<file path="src/tsag_pkg.sv">
// Shared types, constants and register codes for the tempo-synced audio gate.
`default_nettype none

package tsag_pkg;

	// Q16 gain and depth are 17 bits wide so that unity (1.0) fits.
	localparam int GAIN_W = 17;
	localparam int BEAT_W = 24;
	localparam logic [GAIN_W-1:0] UNITY = 17'h10000;

	// The serial multiplier retires one multiplier bit per cycle.
	localparam int MUL_STEPS = GAIN_W;
	localparam int MUL_CNT_W = $clog2(MUL_STEPS);

	// Configuration port geometry.
	localparam int APB_ADDR_W = 4;
	localparam int APB_DATA_W = 32;
	localparam int REG_IDX_W = 2;
	localparam logic [REG_IDX_W-1:0] REG_BEAT_LENGTH = 2'd0;
	localparam logic [REG_IDX_W-1:0] REG_GATE_DEPTH = 2'd1;
	localparam logic [REG_IDX_W-1:0] REG_RAMP_STEP = 2'd2;

	// Reset values of the registers.
	localparam logic [BEAT_W-1:0] BEAT_LENGTH_RST = 24'd24000;
	localparam logic [GAIN_W-1:0] GATE_DEPTH_RST = 17'd0;
	localparam logic [GAIN_W-1:0] RAMP_STEP_RST = 17'd683;

	// Register set seen by the datapath.
	typedef struct packed {
		logic [BEAT_W-1:0] beat_length;
		logic [GAIN_W-1:0] gate_depth;
		logic [GAIN_W-1:0] ramp_step;
	} tsag_cfg_t;

	// Sequencer states of the top level.
	typedef enum logic [2:0] {
		ST_IDLE,
		ST_GAIN_GO,
		ST_GAIN_MUL,
		ST_SMP_GO,
		ST_SMP_MUL,
		ST_PUSH
	} tsag_state_t;

endpackage

`default_nettype wire

</file>
<file path="src/tsag_if.sv">
// Stream interfaces for the sample input and output channels of the gate.
`default_nettype none

interface tsag_in_if #(parameter int SAMPLE_WIDTH = 32);
	logic valid;
	logic ready;
	logic signed [SAMPLE_WIDTH-1:0] sample_in;
	logic end_of_frame;

	modport source(output valid, output sample_in, output end_of_frame, input ready);
	modport sink(input valid, input sample_in, input end_of_frame, output ready);
endinterface

interface tsag_out_if #(parameter int SAMPLE_WIDTH = 32);
	logic valid;
	logic ready;
	logic signed [SAMPLE_WIDTH-1:0] sample_out;
	logic frame_done;

	modport source(output valid, output sample_out, output frame_done, input ready);
	modport sink(input valid, input sample_out, input frame_done, output ready);
endinterface

`default_nettype wire

</file>
<file path="src/tsag_regs.sv">
// APB register file holding beat length, gate depth and ramp step.
`default_nettype none

module tsag_regs
	import tsag_pkg::*;
(
	input  wire logic                  clk,
	input  wire logic                  arst_n,
	input  wire logic                  psel,
	input  wire logic                  penable,
	input  wire logic                  pwrite,
	input  wire logic [APB_ADDR_W-1:0] paddr,
	input  wire logic [APB_DATA_W-1:0] pwdata,
	output logic      [APB_DATA_W-1:0] prdata,
	output logic                       pready,
	output tsag_cfg_t                  cfg
);

	logic                 wr_en;
	logic [REG_IDX_W-1:0] reg_idx;
	logic [GAIN_W-1:0]    depth_wr;
	tsag_cfg_t            cfg_q;

	assign pready  = 1'b1;
	assign wr_en   = psel && penable && pwrite;
	assign reg_idx = paddr[REG_IDX_W+1:2];
	assign cfg     = cfg_q;

	// Depth beyond unity is clamped on the way in.
	assign depth_wr = (pwdata[GAIN_W-1:0] > UNITY) ? UNITY : pwdata[GAIN_W-1:0];

	// Register writes; an address past the last register is ignored.
	always_ff @(posedge clk or negedge arst_n) begin
		if (!arst_n) begin
			cfg_q.beat_length <= BEAT_LENGTH_RST;
			cfg_q.gate_depth  <= GATE_DEPTH_RST;
			cfg_q.ramp_step   <= RAMP_STEP_RST;
		end else if (wr_en) begin
			unique case (reg_idx)
				REG_BEAT_LENGTH: cfg_q.beat_length <= pwdata[BEAT_W-1:0];
				REG_GATE_DEPTH:  cfg_q.gate_depth  <= depth_wr;
				REG_RAMP_STEP:   cfg_q.ramp_step   <= pwdata[GAIN_W-1:0];
				default: begin
				end
			endcase
		end
	end

	// Read-back of the current register values.
	always_comb begin
		unique case (reg_idx)
			REG_BEAT_LENGTH: prdata = APB_DATA_W'(cfg_q.beat_length);
			REG_GATE_DEPTH:  prdata = APB_DATA_W'(cfg_q.gate_depth);
			REG_RAMP_STEP:   prdata = APB_DATA_W'(cfg_q.ramp_step);
			default:         prdata = '0;
		endcase
	end

endmodule

`default_nettype wire

</file>
<file path="src/tsag_phase.sv">
// Beat and half-beat phase counters with the gate-closed window decode.
`default_nettype none

module tsag_phase
	import tsag_pkg::*;
#(
	parameter int PHASE_WIDTH = 24
) (
	input  wire logic              clk,
	input  wire logic              arst_n,
	input  wire logic [BEAT_W-1:0] beat_length,
	input  wire logic              advance,
	output logic                   gate_closed
);

	localparam int CW = (PHASE_WIDTH > BEAT_W) ? PHASE_WIDTH : BEAT_W;

	logic [PHASE_WIDTH-1:0] beat_phase_q;
	logic [PHASE_WIDTH-1:0] half_phase_q;
	logic [PHASE_WIDTH-1:0] beat_inc;
	logic [PHASE_WIDTH-1:0] half_inc;
	logic [CW-1:0]          len_x;
	logic [CW-1:0]          half_x;
	logic [CW-1:0]          quarter_x;
	logic                   beat_wrap;
	logic                   beat_zero;
	logic                   half_wrap;

	// Lengths widened to a common compare width.
	assign len_x     = CW'(beat_length);
	assign half_x    = CW'(beat_length[BEAT_W-1:1]);
	assign quarter_x = CW'(beat_length[BEAT_W-1:2]);

	// Increments wrap at the counter width, then at the programmed lengths.
	assign beat_inc  = beat_phase_q + 1'b1;
	assign half_inc  = half_phase_q + 1'b1;
	assign beat_wrap = CW'(beat_inc) >= len_x;
	assign beat_zero = beat_wrap || (beat_inc == '0);
	assign half_wrap = (CW'(half_inc) >= half_x) || beat_zero;

	// The gate is closed in the first half of each half-beat.
	assign gate_closed = CW'(half_phase_q) < quarter_x;

	// Phase advances once per frame; a zero beat length freezes both counters.
	always_ff @(posedge clk or negedge arst_n) begin
		if (!arst_n) begin
			beat_phase_q <= '0;
			half_phase_q <= '0;
		end else if (advance && (beat_length != '0)) begin
			beat_phase_q <= beat_wrap ? '0 : beat_inc;
			half_phase_q <= half_wrap ? '0 : half_inc;
		end
	end

endmodule

`default_nettype wire

</file>
<file path="src/tsag_smul.sv">
// Bit-serial shift-and-add multiplier returning the product shifted right by 16.
`default_nettype none

module tsag_smul
	import tsag_pkg::*;
#(
	parameter int AW = 32
) (
	input  wire logic              clk,
	input  wire logic              arst_n,
	input  wire logic              start,
	input  wire logic [AW-1:0]     mcand,
	input  wire logic [GAIN_W-1:0] mplier,
	output logic                   done,
	output logic      [AW:0]       prod_q16
);

	logic [AW-1:0]        mcand_q;
	logic [AW-1:0]        hi_q;
	logic [GAIN_W-1:0]    lo_q;
	logic [MUL_CNT_W-1:0] cnt_q;
	logic                 run_q;
	logic                 done_q;
	logic [AW:0]          part_sum;
	logic                 last_step;

	// One multiplier bit per cycle: add the multiplicand into the high half.
	assign part_sum  = {1'b0, hi_q} + (lo_q[0] ? {1'b0, mcand_q} : '0);
	assign last_step = run_q && (cnt_q == MUL_CNT_W'(MUL_STEPS - 1));

	assign done     = done_q;
	assign prod_q16 = {hi_q, lo_q[GAIN_W-1]};

	// Step counter and completion strobe.
	always_ff @(posedge clk or negedge arst_n) begin
		if (!arst_n) begin
			run_q  <= 1'b0;
			cnt_q  <= '0;
			done_q <= 1'b0;
		end else begin
			done_q <= last_step;
			if (start) begin
				run_q <= 1'b1;
				cnt_q <= '0;
			end else if (run_q) begin
				cnt_q <= cnt_q + 1'b1;
				if (last_step) begin
					run_q <= 1'b0;
				end
			end
		end
	end

	// Product shift register; the low half starts out holding the multiplier.
	always_ff @(posedge clk) begin
		if (start) begin
			mcand_q <= mcand;
			hi_q    <= '0;
			lo_q    <= mplier;
		end else if (run_q) begin
			hi_q <= part_sum[AW:1];
			lo_q <= {part_sum[0], lo_q[GAIN_W-1:1]};
		end
	end

endmodule

`default_nettype wire

</file>
<file path="src/tempo_synced_audio_gate.sv">
// Tempo-synced audio gate: top level with sequencer, gain ramp and output register.
//
// Usage: interleaved samples arrive on in_ch, one per beat, with end_of_frame set on
// the last channel of each frame. Every input beat produces exactly one output beat
// on out_ch carrying the gated sample and frame_done, in input order.
// Registers (APB, byte addresses 0, 4, 8): beat_length, gate_depth, ramp_step.
// Write them only while no sample is in flight.
// Sequence: the first sample of a frame goes from acceptance to the output
// register through one ramp update, a serial gain-by-depth product and a serial
// sample-by-factor product. Other samples of the frame, and every sample while
// the gate is bypassed, skip the ramp and the gain product and use the frame
// factor, which is unity while bypassed. The serial multiplier retires one factor
// bit per cycle; one sample is in work at a time.
// in_ch.ready is high whenever the sequencer is idle, also while a finished
// sample waits in the output register; if the receiver stalls, the next sample
// completes and then waits for that register to drain.
// Reset: phases clear, the gain opens to unity, registers take their defaults
// and the next sample starts a new frame.
`default_nettype none

module tempo_synced_audio_gate
	import tsag_pkg::*;
#(
	parameter int SAMPLE_WIDTH = 32,
	parameter int PHASE_WIDTH = 24
) (
	input  wire logic                  clk,
	input  wire logic                  arst_n,
	tsag_in_if.sink                    in_ch,
	tsag_out_if.source                 out_ch,
	input  wire logic                  psel,
	input  wire logic                  penable,
	input  wire logic                  pwrite,
	input  wire logic [APB_ADDR_W-1:0] paddr,
	input  wire logic [APB_DATA_W-1:0] pwdata,
	output logic      [APB_DATA_W-1:0] prdata,
	output logic                       pready
);

	localparam int AW = (SAMPLE_WIDTH > GAIN_W) ? SAMPLE_WIDTH : GAIN_W;

	tsag_cfg_t              cfg;
	tsag_state_t            state_q;
	tsag_state_t            state_nxt;

	logic                   in_accept;
	logic                   out_free;
	logic                   mul_start;
	logic                   mul_done;
	logic [AW-1:0]          mul_a;
	logic [GAIN_W-1:0]      mul_b;
	logic [AW:0]            mul_prod;
	logic                   push_out;
	logic                   gate_closed;
	logic                   bypass;

	logic                   in_frame_q;
	logic [GAIN_W-1:0]      gain_q;
	logic [GAIN_W-1:0]      factor_q;
	logic [SAMPLE_WIDTH-1:0] mag_q;
	logic                   neg_q;
	logic                   eof_q;
	logic [SAMPLE_WIDTH-1:0] res_q;
	logic                   out_valid_q;
	logic [SAMPLE_WIDTH-1:0] out_sample_q;
	logic                   out_eof_q;

	logic [SAMPLE_WIDTH-1:0] mag_in;
	logic [GAIN_W-1:0]      gain_dist;
	logic [GAIN_W-1:0]      gain_nxt;
	logic [GAIN_W:0]        factor_sum;
	logic [SAMPLE_WIDTH-1:0] smp_mag_out;
	logic [SAMPLE_WIDTH-1:0] smp_res;

	tsag_regs u_regs (
		.clk     (clk),
		.arst_n  (arst_n),
		.psel    (psel),
		.penable (penable),
		.pwrite  (pwrite),
		.paddr   (paddr),
		.pwdata  (pwdata),
		.prdata  (prdata),
		.pready  (pready),
		.cfg     (cfg)
	);

	tsag_phase #(
		.PHASE_WIDTH (PHASE_WIDTH)
	) u_phase (
		.clk         (clk),
		.arst_n      (arst_n),
		.beat_length (cfg.beat_length),
		.advance     (push_out && eof_q),
		.gate_closed (gate_closed)
	);

	tsag_smul #(
		.AW (AW)
	) u_smul (
		.clk      (clk),
		.arst_n   (arst_n),
		.start    (mul_start),
		.mcand    (mul_a),
		.mplier   (mul_b),
		.done     (mul_done),
		.prod_q16 (mul_prod)
	);

	// Handshake glue.
	assign in_accept = in_ch.valid && in_ch.ready;
	assign out_free  = !out_valid_q || out_ch.ready;
	assign bypass    = (cfg.gate_depth == '0) || (cfg.beat_length < BEAT_W'(2));

	assign out_ch.valid      = out_valid_q;
	assign out_ch.sample_out = out_sample_q;
	assign out_ch.frame_done = out_eof_q;

	// Sign and magnitude of the incoming sample.
	assign mag_in = in_ch.sample_in[SAMPLE_WIDTH-1] ? ('0 - in_ch.sample_in) : in_ch.sample_in;

	// Linear ramp toward the target; a step past the target lands on it.
	always_comb begin
		gain_dist = gate_closed ? gain_q : (UNITY - gain_q);
		if (gain_dist > cfg.ramp_step) begin
			gain_nxt = gate_closed ? (gain_q - cfg.ramp_step) : (gain_q + cfg.ramp_step);
		end else begin
			gain_nxt = gate_closed ? '0 : UNITY;
		end
	end

	// Factor = gain*depth/65536 + 1 - depth, never above unity.
	assign factor_sum = {1'b0, mul_prod[GAIN_W-1:0]} + {1'b0, UNITY} - {1'b0, cfg.gate_depth};

	// Truncated product magnitude, sign restored.
	assign smp_mag_out = mul_prod[SAMPLE_WIDTH-1:0];
	assign smp_res     = neg_q ? ('0 - smp_mag_out) : smp_mag_out;

	// Multiplier operands: gain by depth, then magnitude by factor.
	assign mul_a = (state_q == ST_GAIN_GO) ? AW'(gain_q) : AW'(mag_q);
	assign mul_b = (state_q == ST_GAIN_GO) ? cfg.gate_depth : factor_q;

	// Sequencer state register.
	always_ff @(posedge clk or negedge arst_n) begin
		if (!arst_n) begin
			state_q <= ST_IDLE;
		end else begin
			state_q <= state_nxt;
		end
	end

	// Next state and sequencer outputs.
	always_comb begin
		state_nxt   = state_q;
		in_ch.ready = 1'b0;
		mul_start   = 1'b0;
		push_out    = 1'b0;
		unique case (state_q)
			ST_IDLE: begin
				in_ch.ready = 1'b1;
				if (in_ch.valid) begin
					state_nxt = (!in_frame_q && !bypass) ? ST_GAIN_GO : ST_SMP_GO;
				end
			end
			ST_GAIN_GO: begin
				mul_start = 1'b1;
				state_nxt = ST_GAIN_MUL;
			end
			ST_GAIN_MUL: begin
				if (mul_done) begin
					state_nxt = ST_SMP_GO;
				end
			end
			ST_SMP_GO: begin
				mul_start = 1'b1;
				state_nxt = ST_SMP_MUL;
			end
			ST_SMP_MUL: begin
				if (mul_done) begin
					state_nxt = ST_PUSH;
				end
			end
			ST_PUSH: begin
				if (out_free) begin
					push_out  = 1'b1;
					state_nxt = ST_IDLE;
				end
			end
			default: begin
				state_nxt = ST_IDLE;
			end
		endcase
	end

	// Frame state, gain and factor.
	always_ff @(posedge clk or negedge arst_n) begin
		if (!arst_n) begin
			in_frame_q <= 1'b0;
			gain_q     <= UNITY;
			factor_q   <= UNITY;
		end else begin
			if (in_accept && !in_frame_q) begin
				if (bypass) begin
					factor_q <= UNITY;
				end else begin
					gain_q <= gain_nxt;
				end
			end
			if ((state_q == ST_GAIN_MUL) && mul_done) begin
				factor_q <= factor_sum[GAIN_W-1:0];
			end
			if (push_out) begin
				in_frame_q <= !eof_q;
			end
		end
	end

	// Sample payload captured at acceptance and result after the product.
	always_ff @(posedge clk) begin
		if (in_accept) begin
			mag_q <= mag_in;
			neg_q <= in_ch.sample_in[SAMPLE_WIDTH-1];
			eof_q <= in_ch.end_of_frame;
		end
		if ((state_q == ST_SMP_MUL) && mul_done) begin
			res_q <= smp_res;
		end
	end

	// Output register valid.
	always_ff @(posedge clk or negedge arst_n) begin
		if (!arst_n) begin
			out_valid_q <= 1'b0;
		end else if (push_out) begin
			out_valid_q <= 1'b1;
		end else if (out_ch.ready) begin
			out_valid_q <= 1'b0;
		end
	end

	// Output register payload.
	always_ff @(posedge clk) begin
		if (push_out) begin
			out_sample_q <= res_q;
			out_eof_q    <= eof_q;
		end
	end

`ifndef NO_ASSERTIONS
	// The ramped gain never leaves the Q16 unit range.
	a_gain_range: assert property (@(posedge clk) disable iff (!arst_n)
		gain_q <= UNITY)
		else $error("gain above unity");

	// The applied factor never exceeds unity, so the product cannot grow.
	a_factor_range: assert property (@(posedge clk) disable iff (!arst_n)
		factor_q <= UNITY)
		else $error("factor above unity");

	// The multiplier only finishes while the sequencer waits for it.
	a_mul_owner: assert property (@(posedge clk) disable iff (!arst_n)
		mul_done |-> (state_q == ST_GAIN_MUL || state_q == ST_SMP_MUL))
		else $error("multiplier finished outside a product state");

	// A new output beat only appears after the push step.
	a_out_source: assert property (@(posedge clk) disable iff (!arst_n)
		$rose(out_valid_q) |-> $past(state_q == ST_PUSH))
		else $error("output register loaded outside push");

	// After a sample is accepted the block is busy, not ready, in the following cycle.
	a_one_in_work: assert property (@(posedge clk) disable iff (!arst_n)
		in_accept |=> !in_ch.ready)
		else $error("second sample accepted back to back");
`endif

endmodule

`default_nettype wire

</file>
<file path="src/flat_wrapper.sv">
// flat-port wrapper written by rule: the top's interface ports become plain ports
module tempo_synced_audio_gate_flat import tsag_pkg::*;
#(
	parameter int SAMPLE_WIDTH = 32,
	parameter int PHASE_WIDTH = 24
)
  (clk, arst_n, psel, penable, pwrite, paddr, pwdata, prdata, pready, in_ch_valid, in_ch_sample_in, in_ch_end_of_frame, in_ch_ready, out_ch_valid, out_ch_sample_out, out_ch_frame_done, out_ch_ready);
  tsag_in_if #(.SAMPLE_WIDTH(SAMPLE_WIDTH)) in_ch_i ();
  tsag_out_if #(.SAMPLE_WIDTH(SAMPLE_WIDTH)) out_ch_i ();
  input  wire logic clk;
  input  wire logic arst_n;
  input  wire logic psel;
  input  wire logic penable;
  input  wire logic pwrite;
  input  wire logic [APB_ADDR_W-1:0] paddr;
  input  wire logic [APB_DATA_W-1:0] pwdata;
  output logic      [APB_DATA_W-1:0] prdata;
  output logic pready;
  input wire logic [$bits(in_ch_i.valid)-1:0] in_ch_valid;
  input wire logic [$bits(in_ch_i.sample_in)-1:0] in_ch_sample_in;
  input wire logic [$bits(in_ch_i.end_of_frame)-1:0] in_ch_end_of_frame;
  output wire logic [$bits(in_ch_i.ready)-1:0] in_ch_ready;
  output wire logic [$bits(out_ch_i.valid)-1:0] out_ch_valid;
  output wire logic [$bits(out_ch_i.sample_out)-1:0] out_ch_sample_out;
  output wire logic [$bits(out_ch_i.frame_done)-1:0] out_ch_frame_done;
  input wire logic [$bits(out_ch_i.ready)-1:0] out_ch_ready;
  assign in_ch_i.valid = in_ch_valid;
  assign in_ch_i.sample_in = in_ch_sample_in;
  assign in_ch_i.end_of_frame = in_ch_end_of_frame;
  assign in_ch_ready = in_ch_i.ready;
  assign out_ch_valid = out_ch_i.valid;
  assign out_ch_sample_out = out_ch_i.sample_out;
  assign out_ch_frame_done = out_ch_i.frame_done;
  assign out_ch_i.ready = out_ch_ready;
  tempo_synced_audio_gate #(.SAMPLE_WIDTH(SAMPLE_WIDTH), .PHASE_WIDTH(PHASE_WIDTH)) u_core (.clk(clk), .arst_n(arst_n), .in_ch(in_ch_i), .out_ch(out_ch_i), .psel(psel), .penable(penable), .pwrite(pwrite), .paddr(paddr), .pwdata(pwdata), .prdata(prdata), .pready(pready));
endmodule
</file>
<file path="config.mk">
export PLATFORM = sky130hd
export DESIGN_NAME = tempo_synced_audio_gate_flat
export DESIGN_NICKNAME = d
export VERILOG_FILES = /design/src/tsag_pkg.sv /design/src/tsag_if.sv /design/src/tsag_regs.sv /design/src/tsag_phase.sv /design/src/tsag_smul.sv /design/src/tempo_synced_audio_gate.sv /design/src/flat_wrapper.sv
export SDC_FILE = /design/constraint.sdc
export NUM_CORES = 1
export LEC_CHECK = 0
export ABC_AREA = 1
export ABC_CLOCK_PERIOD_IN_PS = 5180
export BUFFER_PORTS_ARGS = -buffer_cell sky130_fd_sc_hd__buf_2
export CAP_MARGIN = 20
export CORE_ASPECT_RATIO = 1.1
export CORE_MARGIN = 4
export CORE_UTILIZATION = 30
export CTS_CLUSTER_DIAMETER = 60
export DETAILED_ROUTE_END_ITERATION = 8
export SYNTH_ARGS = -nofsm -noshare
export SYNTH_HDL_FRONTEND = slang
export SYNTH_HIERARCHICAL = 1
export SYNTH_SLANG_ARGS = --single-unit
</file>
<file path="constraint.sdc">
create_clock -name clk -period 5.18 [get_ports clk]
set_clock_uncertainty 0.1 [all_clocks]
set_input_delay 0.259 -clock clk [delete_from_list [all_inputs] [get_ports clk]]
set_output_delay 0.259 -clock clk [all_outputs]
set_load 0.005 [all_outputs]
</file>
# --- Word level (Yosys, flattened, before mapping) ---
# Cells that the tools add are included.
totals:
  regBits: 332
  in_bits: 76
  output_inout_bits: 68
classes:
  addsub: 11
  magnitude_cmp: 6
  n_eq_ne: 12
  muxes: 35
  bitwise: 1
  n_reduce_logical: 34
op_table:
  columns: ["cell", "n"]
  rows:
  - ["2-to-1 mux 17 bit", 12]
  - ["case mux 24 bit (3 select lines)", 1]
  - ["2-to-1 mux 32 bit", 2]
  - ["subtractor 1 x 32 -> 32 bit, first input constant", 2]
  - ["adder 24 x 1 -> 24 bit, second input constant", 2]
  - ["2-to-1 mux 24 bit", 2]
  - ["subtractor 17 bit", 2]
  - ["adder 32 x 33 -> 33 bit", 1]
  - ["2-to-1 mux 31 bit", 1]
  - ["greater-or-equal comparator 24 x 23 -> 1 bit", 1]
  - ["greater-or-equal comparator 24 bit", 1]
  - ["logical NOT 24 bit", 1]
  - ["less-than comparator 24 x 2 -> 1 bit, second input constant", 1]
  - ["less-than comparator 24 x 22 -> 1 bit", 1]
  - ["nonzero test 24 bit", 1]
  - ["case mux 3 bit (6 select lines)", 1]
  - ["adder 17 bit", 1]
  - ["adder 17 bit, second input constant", 1]
  - ["> comparator 17 bit", 1]
  - ["> comparator 17 bit, second input constant", 1]
  - ["logical NOT 17 bit", 1]
  - ["subtractor 17 bit, first input constant", 1]
  - ["2-to-1 mux 3 bit", 4]
  - ["logical AND 1 bit", 10]
  - ["21 further kinds", 47]

# --- Logic depth before layout (Yosys ltp) ---
depth:
  ltp_word: 7
  mapped_depth: 28

# --- Hierarchy ---
# Netlist, hierarchy kept.
modules_own_cells:
  columns: ["mod", "n_inst", "cells_each", "area_each_um2"]
  rows:
  - ["tempo_synced_audio_gate", 1, 1286, 10137.2]
  - ["tsag_smul", 1, 846, 5774.3]
  - ["tsag_phase", 1, 745, 5230.0]
  - ["tsag_regs", 1, 359, 2879.0]

# --- Least setup slack after synthesis ---
# OpenSTA, ideal clock, no wires.
synth_path:
  path_type: "register to register"
  from: "reg, netlist name u_core/u_regs/cfg[45]"
  to: "reg u_core.gain_q[10]"
  setup_time_ns: 0.123
  arrival_ns: 3.602
  required_time_ns: 4.957
  setup_slack_ns: 1.355
  path_stages_with_launch: 24
  path_buffers: 2
  path_cell_list: "dfstp_2 > inv_1 > ha_1 > a21oi_1 > o21ai_0 > nand3_1 > nand2_1 > nand3_1 > a21oi_1 > or2_2 > a21oi_1 > buf_2 > buf_1 > o21ai_0 > fa_1 > inv_1 > nand3_1 > nand2_1 > nand3_1 > nand2_1 > nand2_1 > nand2_1 > xor2_1 > o21ai_1"
synth_between:
  elab_chain_len: 4
  word_cells_on_any_way: 9
synth_lines:
  columns: ["element", "line", "text"]
  rows:
  - ["less-than comparator 24 x 22 -> 1 bit *", "tsag_phase.sv:42", "assign gate_closed = CW'(half_phase_q) < quarter_x;"]
  - ["net u_core.gate_closed", "tempo_synced_audio_gate.sv:54", "logic gate_closed;"]
  - ["2-to-1 mux 17 bit", "tempo_synced_audio_gate.sv:124", "gain_dist = gate_closed ? gain_q : (UNITY - gain_q);"]
  - ["> comparator 17 bit", "tempo_synced_audio_gate.sv:125", "if (gain_dist > cfg.ramp_step) begin"]
  - ["2-to-1 mux 17 bit *", "tempo_synced_audio_gate.sv:125", null]
  - ["end signal: assignment", "tempo_synced_audio_gate.sv:206", "gain_q <= gain_nxt;"]
  - ["end: declaration", "tempo_synced_audio_gate.sv:58", "logic [GAIN_W-1:0] gain_q;"]
# Mark *: on every way through the listed nets, which the timed path passes. The rest lies on a longest branch.
# A chain may end at the register's enable or synchronous reset.

# --- Worst setup path in the final report ---
layout_path:
  from: "reg, netlist name u_core/u_regs/cfg[45]"
  to: "reg u_core.gain_q[16]"
layout_between:
  elab_chain_len: 4
  word_cells_on_any_way: 10
layout_lines:
  columns: ["element", "line"]
  rows:
  - ["less-than comparator 24 x 22 -> 1 bit *", "tsag_phase.sv:42"]
  - ["net u_core.gate_closed", "tempo_synced_audio_gate.sv:54"]
  - ["2-to-1 mux 17 bit", "tempo_synced_audio_gate.sv:124"]
  - ["> comparator 17 bit", "tempo_synced_audio_gate.sv:125"]
  - ["2-to-1 mux 17 bit *", "tempo_synced_audio_gate.sv:125"]
# Marks and branches as above.

==> impl_metrics.ini <==
[detailed_routing]
drc = 0
antenna_left = 0
routed-via-count = 20800
drtPass1Iterations = 7
top_layer = met4
vias_per_cell = 4.64
drtIter0Drc = 1406
dr_wl_met2_um = 28500
dr_wl_met3_um = 3740
wire_per_inst_um = 14.4
postRouteWirelength_um = 64400
drt-met1-wl_um = 30600

[cts]
htreeDepth = 2
clk_latency_ns = 0.58
cts_buffers = 42
root_buffer = clkbuf_16
cts.sinks = 332
cts_setup_buffers = 0
hold_buffers = 50
cts_resized = 0
clock_path_buffers = 3
clkTransAtPathRegs_ns = 0.06
cts_tree = built

[global_routing]
grt_usage = 0.149
grt_pass1_wl_um = 104000
grt_antenna_before_repair = 0
first_global_vias = 19800
grt_overflow = 0
grt_max_degree = 84

[die]
die_w_um = 278
die_h_um = 305
dieArea_um2 = 84700
core_um2 = 79200
start_util = 0.303
pin_count = 144
rows = 108

[setup_path]
reg2reg_to = u_core/gain_q[16]$_DFFE_PN1P_
arrival_ns = 4.88
rr_worst_depth = 27
worstSetupPathType = reg2reg
end_kind = flip-flop
worstPathMaxFanout = 16
crit_end = u_core/gain_q[16]$_DFFE_PN1P_
worstPathRequired_ns = 5.58
startpoint = u_core/u_regs/cfg[45]$_DFFE_PN1P_
r2r-start = u_core/u_regs/cfg[45]$_DFFE_PN1P_
r2r_setup_slack_ns = 0.70
critPathLaunchType = flip-flop

[job]
cap_viol_max_count = 0

[synth]
synthCells = 3236
synth_edf_count = 148
seq_area_frac_synth = 0.371
ys_types = 64
synth.top_cell.area_share = 0.185
ys.flop_type = edfxtp_1
synth.yosys.warnings = 6
postSynthAreaPerCell_um2 = 7.42
syn_area_um2 = 24000
ys_async_sr_fraction = 0.458
postSynthRegisterBits = 332
synth_area_leader_cell = edfxtp_1
ys_top_cells_by_area = edfxtp_1 19%, nand2_1 14%, dfrtp_1 14%

[pwr]
p_leak_nw = 14.0
power_density_nw_per_um2 = 264
ir_drop_v = 0.000230

[place]
gp_congestion = 0.887
io_buffers = 124
dp_slack_ns = 0.716
dp_hpwl_um = 49000

[outcome]
status = finished clean

[layout]
final_core_util = 0.349
fillers = 8449
ff_latch_area_um2 = 8910
drive_above_1_share = 0.120
fin_nets = 3654
diodes = 0
synthToLayoutAreaGrowth_pct = 15.0
multiInputGateArea_um2 = 12700

[timing]
rsz0062_at_grt = false
tightest_slew_ns = 1.02
drv_slew = 0
finalCriticalPeriod_ns = 4.48
max_freq_ghz = 0.223
worst_slack_ns = 0.701
hold_viol = 0
setup-tns-final_ns = 0
setup_viol = 0
fin_crit_sh = 0.865
maxSlewHeadroom = 0.321

[min_path]
hold_class = in2reg
sequential cells by signal, indices dropped and copies added, names as in the netlist, 24 cells and up:
| register | count |
|---|---|
| u_core/u_regs/cfg | 58 |
| u_core/out_ch.sample_out | 32 |
| u_core/u_smul/mcand_q | 32 |
| u_core/res_q | 32 |
| u_core/mag_q | 32 |
| u_core/u_phase/half_phase_q | 24 |
| u_core/u_phase/beat_phase_q | 24 |
| u_core/u_smul/hi_q | 32 |
metrics by stage:
step / hold WS, ns / total power, mW / area, µm² / std cells
after floorplan: -0.137 / 3.85 / 24000 / 3243
after global placement: 0.302 / 4.23 / 25600 / 4354
after detailed placement: 0.306 / 4.25 / 25600 / 4354
after CTS: 0.0103 / 7.38 / 27600 / 4480
after global routing: 0.0284 / 7.70 / 27600 / 4480
final: 0.0374 / 7.29 / 27600 / 4480
cell usage after synthesis, drive strengths merged, types with 3 or more instances:
master / number
edfxtp: 148
nand3: 195
dfrtp: 137
o21bai: 8
o21ai: 173
nor3: 32
a22o: 3
inv: 535
dfstp: 15
buf: 46
o22ai: 16
clkbuf: 24
xnor2: 27
nand4: 42
dfxtp: 32
xor2: 94
a31oi: 11
fa: 3
a32o: 5
nor2: 341
nor4: 7
clkinv: 3
nand2: 981
o211ai: 17
nand3b: 5
o21a: 5
a21o: 12
nor3b: 3
ha: 172
a21oi: 123
or2: 9
worst max-delay path, stage by stage, from the launching register on:
cell and delay (ns):
dfstp_2 0.55, inv_1 0.13, ha_1 0.34, a21oi_1 0.13, o21ai_0 0.09, nand3_1 0.07, nand2_1 0.05, nand3_1 0.06
a21oi_1 0.05, or2_2 0.29, a21oi_2 0.24, inv_1 0.29, nand2_1 0.20, nand2_1 0.11, nor2_2 0.17, o21ai_1 0.10
xor2_1 0.18, inv_1 0.07, ha_1 0.36, nand2_1 0.09, nor2_1 0.14, and3_1 0.16, nand2_1 0.08, nand2_1 0.08
nand3_1 0.06, nand3_1 0.08, nand2_1 0.06, nand2_1 0.07
layer usage:
layer	track usage	up-vias
met4	0.0397	0
met5	0	-
met1	0.212	9506
met3	0.0223	101
met2	0.239	522
li1	-	10700
how the worst min path moves through the flow:
stage	from	endpoint	slack, ns	depth (start not counted)
6_report	in_ch_sample_in[18]	u_core/mag_q[18]$_DFFE_PP_	0.04	3
5_1_grt	in_ch_sample_in[9]	u_core/mag_q[9]$_DFFE_PP_	0.03	3
3_3_place_gp	u_core/res_q[27]$_DFFE_PP_	u_core/out_ch.sample_out[27]$_DFFE_PP_	0.30	0
4_1_cts	in_ch_sample_in[18]	u_core/mag_q[18]$_DFFE_PP_	0.01	3
3_5_place_dp	u_core/res_q[27]$_DFFE_PP_	u_core/out_ch.sample_out[27]$_DFFE_PP_	0.31	0
2_1_floorplan	arst_n	u_core/factor_q[0]$_DFFE_PN0P_	-0.14	0
cell usage in the layout (no fill, tap or decap), types with 32 or more instances in the layout:
master	count
ha_1	172
nand3_2	33
o21ai_1	36
nand2_1	924
dfxtp_1	32
nor2_1	300
clkbuf_16	45
o21ai_0	134
dlygate4sd3_1	50
nand2_2	51
inv_1	517
dfrtp_1	137
a21oi_1	112
nand4_1	39
edfxtp_1	148
xor2_1	91
buf_2	123
nand3_1	162
cell families after synthesis:
logic type / share of synthesized area
buffers and inverters: 0.104
other: 0.000313
adders and majority gates: 0.0921
and+or+nand+nor: 0.298
muxes: 0.000938
DFF: 0.371
AOI/OAI and AO/OA: 0.0895
xor gates and xnor gates: 0.0451
final cells by class:
| cell class | instances | share of cell area |
|---|---|---|
| Multi-Input combinational cell | 2302 | 0.459 |
| Sequential cell | 332 | 0.323 |
| Inverter | 538 | 0.0732 |
| Tap cell | 1045 | 0.0473 |
| Timing Repair Buffer | 187 | 0.0448 |
| Clock buffer | 58 | 0.0444 |
| Clock inverter | 18 | 0.00879 |
where the power goes:
group / total (mW) / switching, mW / internal [mW] / leakage, nW
combinational: 1.26 / 0.803 / 0.461 / 9.93
sequential: 2.97 / 0.124 / 2.85 / 3.37
clock: 3.05 / 1.21 / 1.84 / 0.728
total: 7.29 / 2.14 / 5.15 / 14.0
Power figures use the tool's default switching activity.
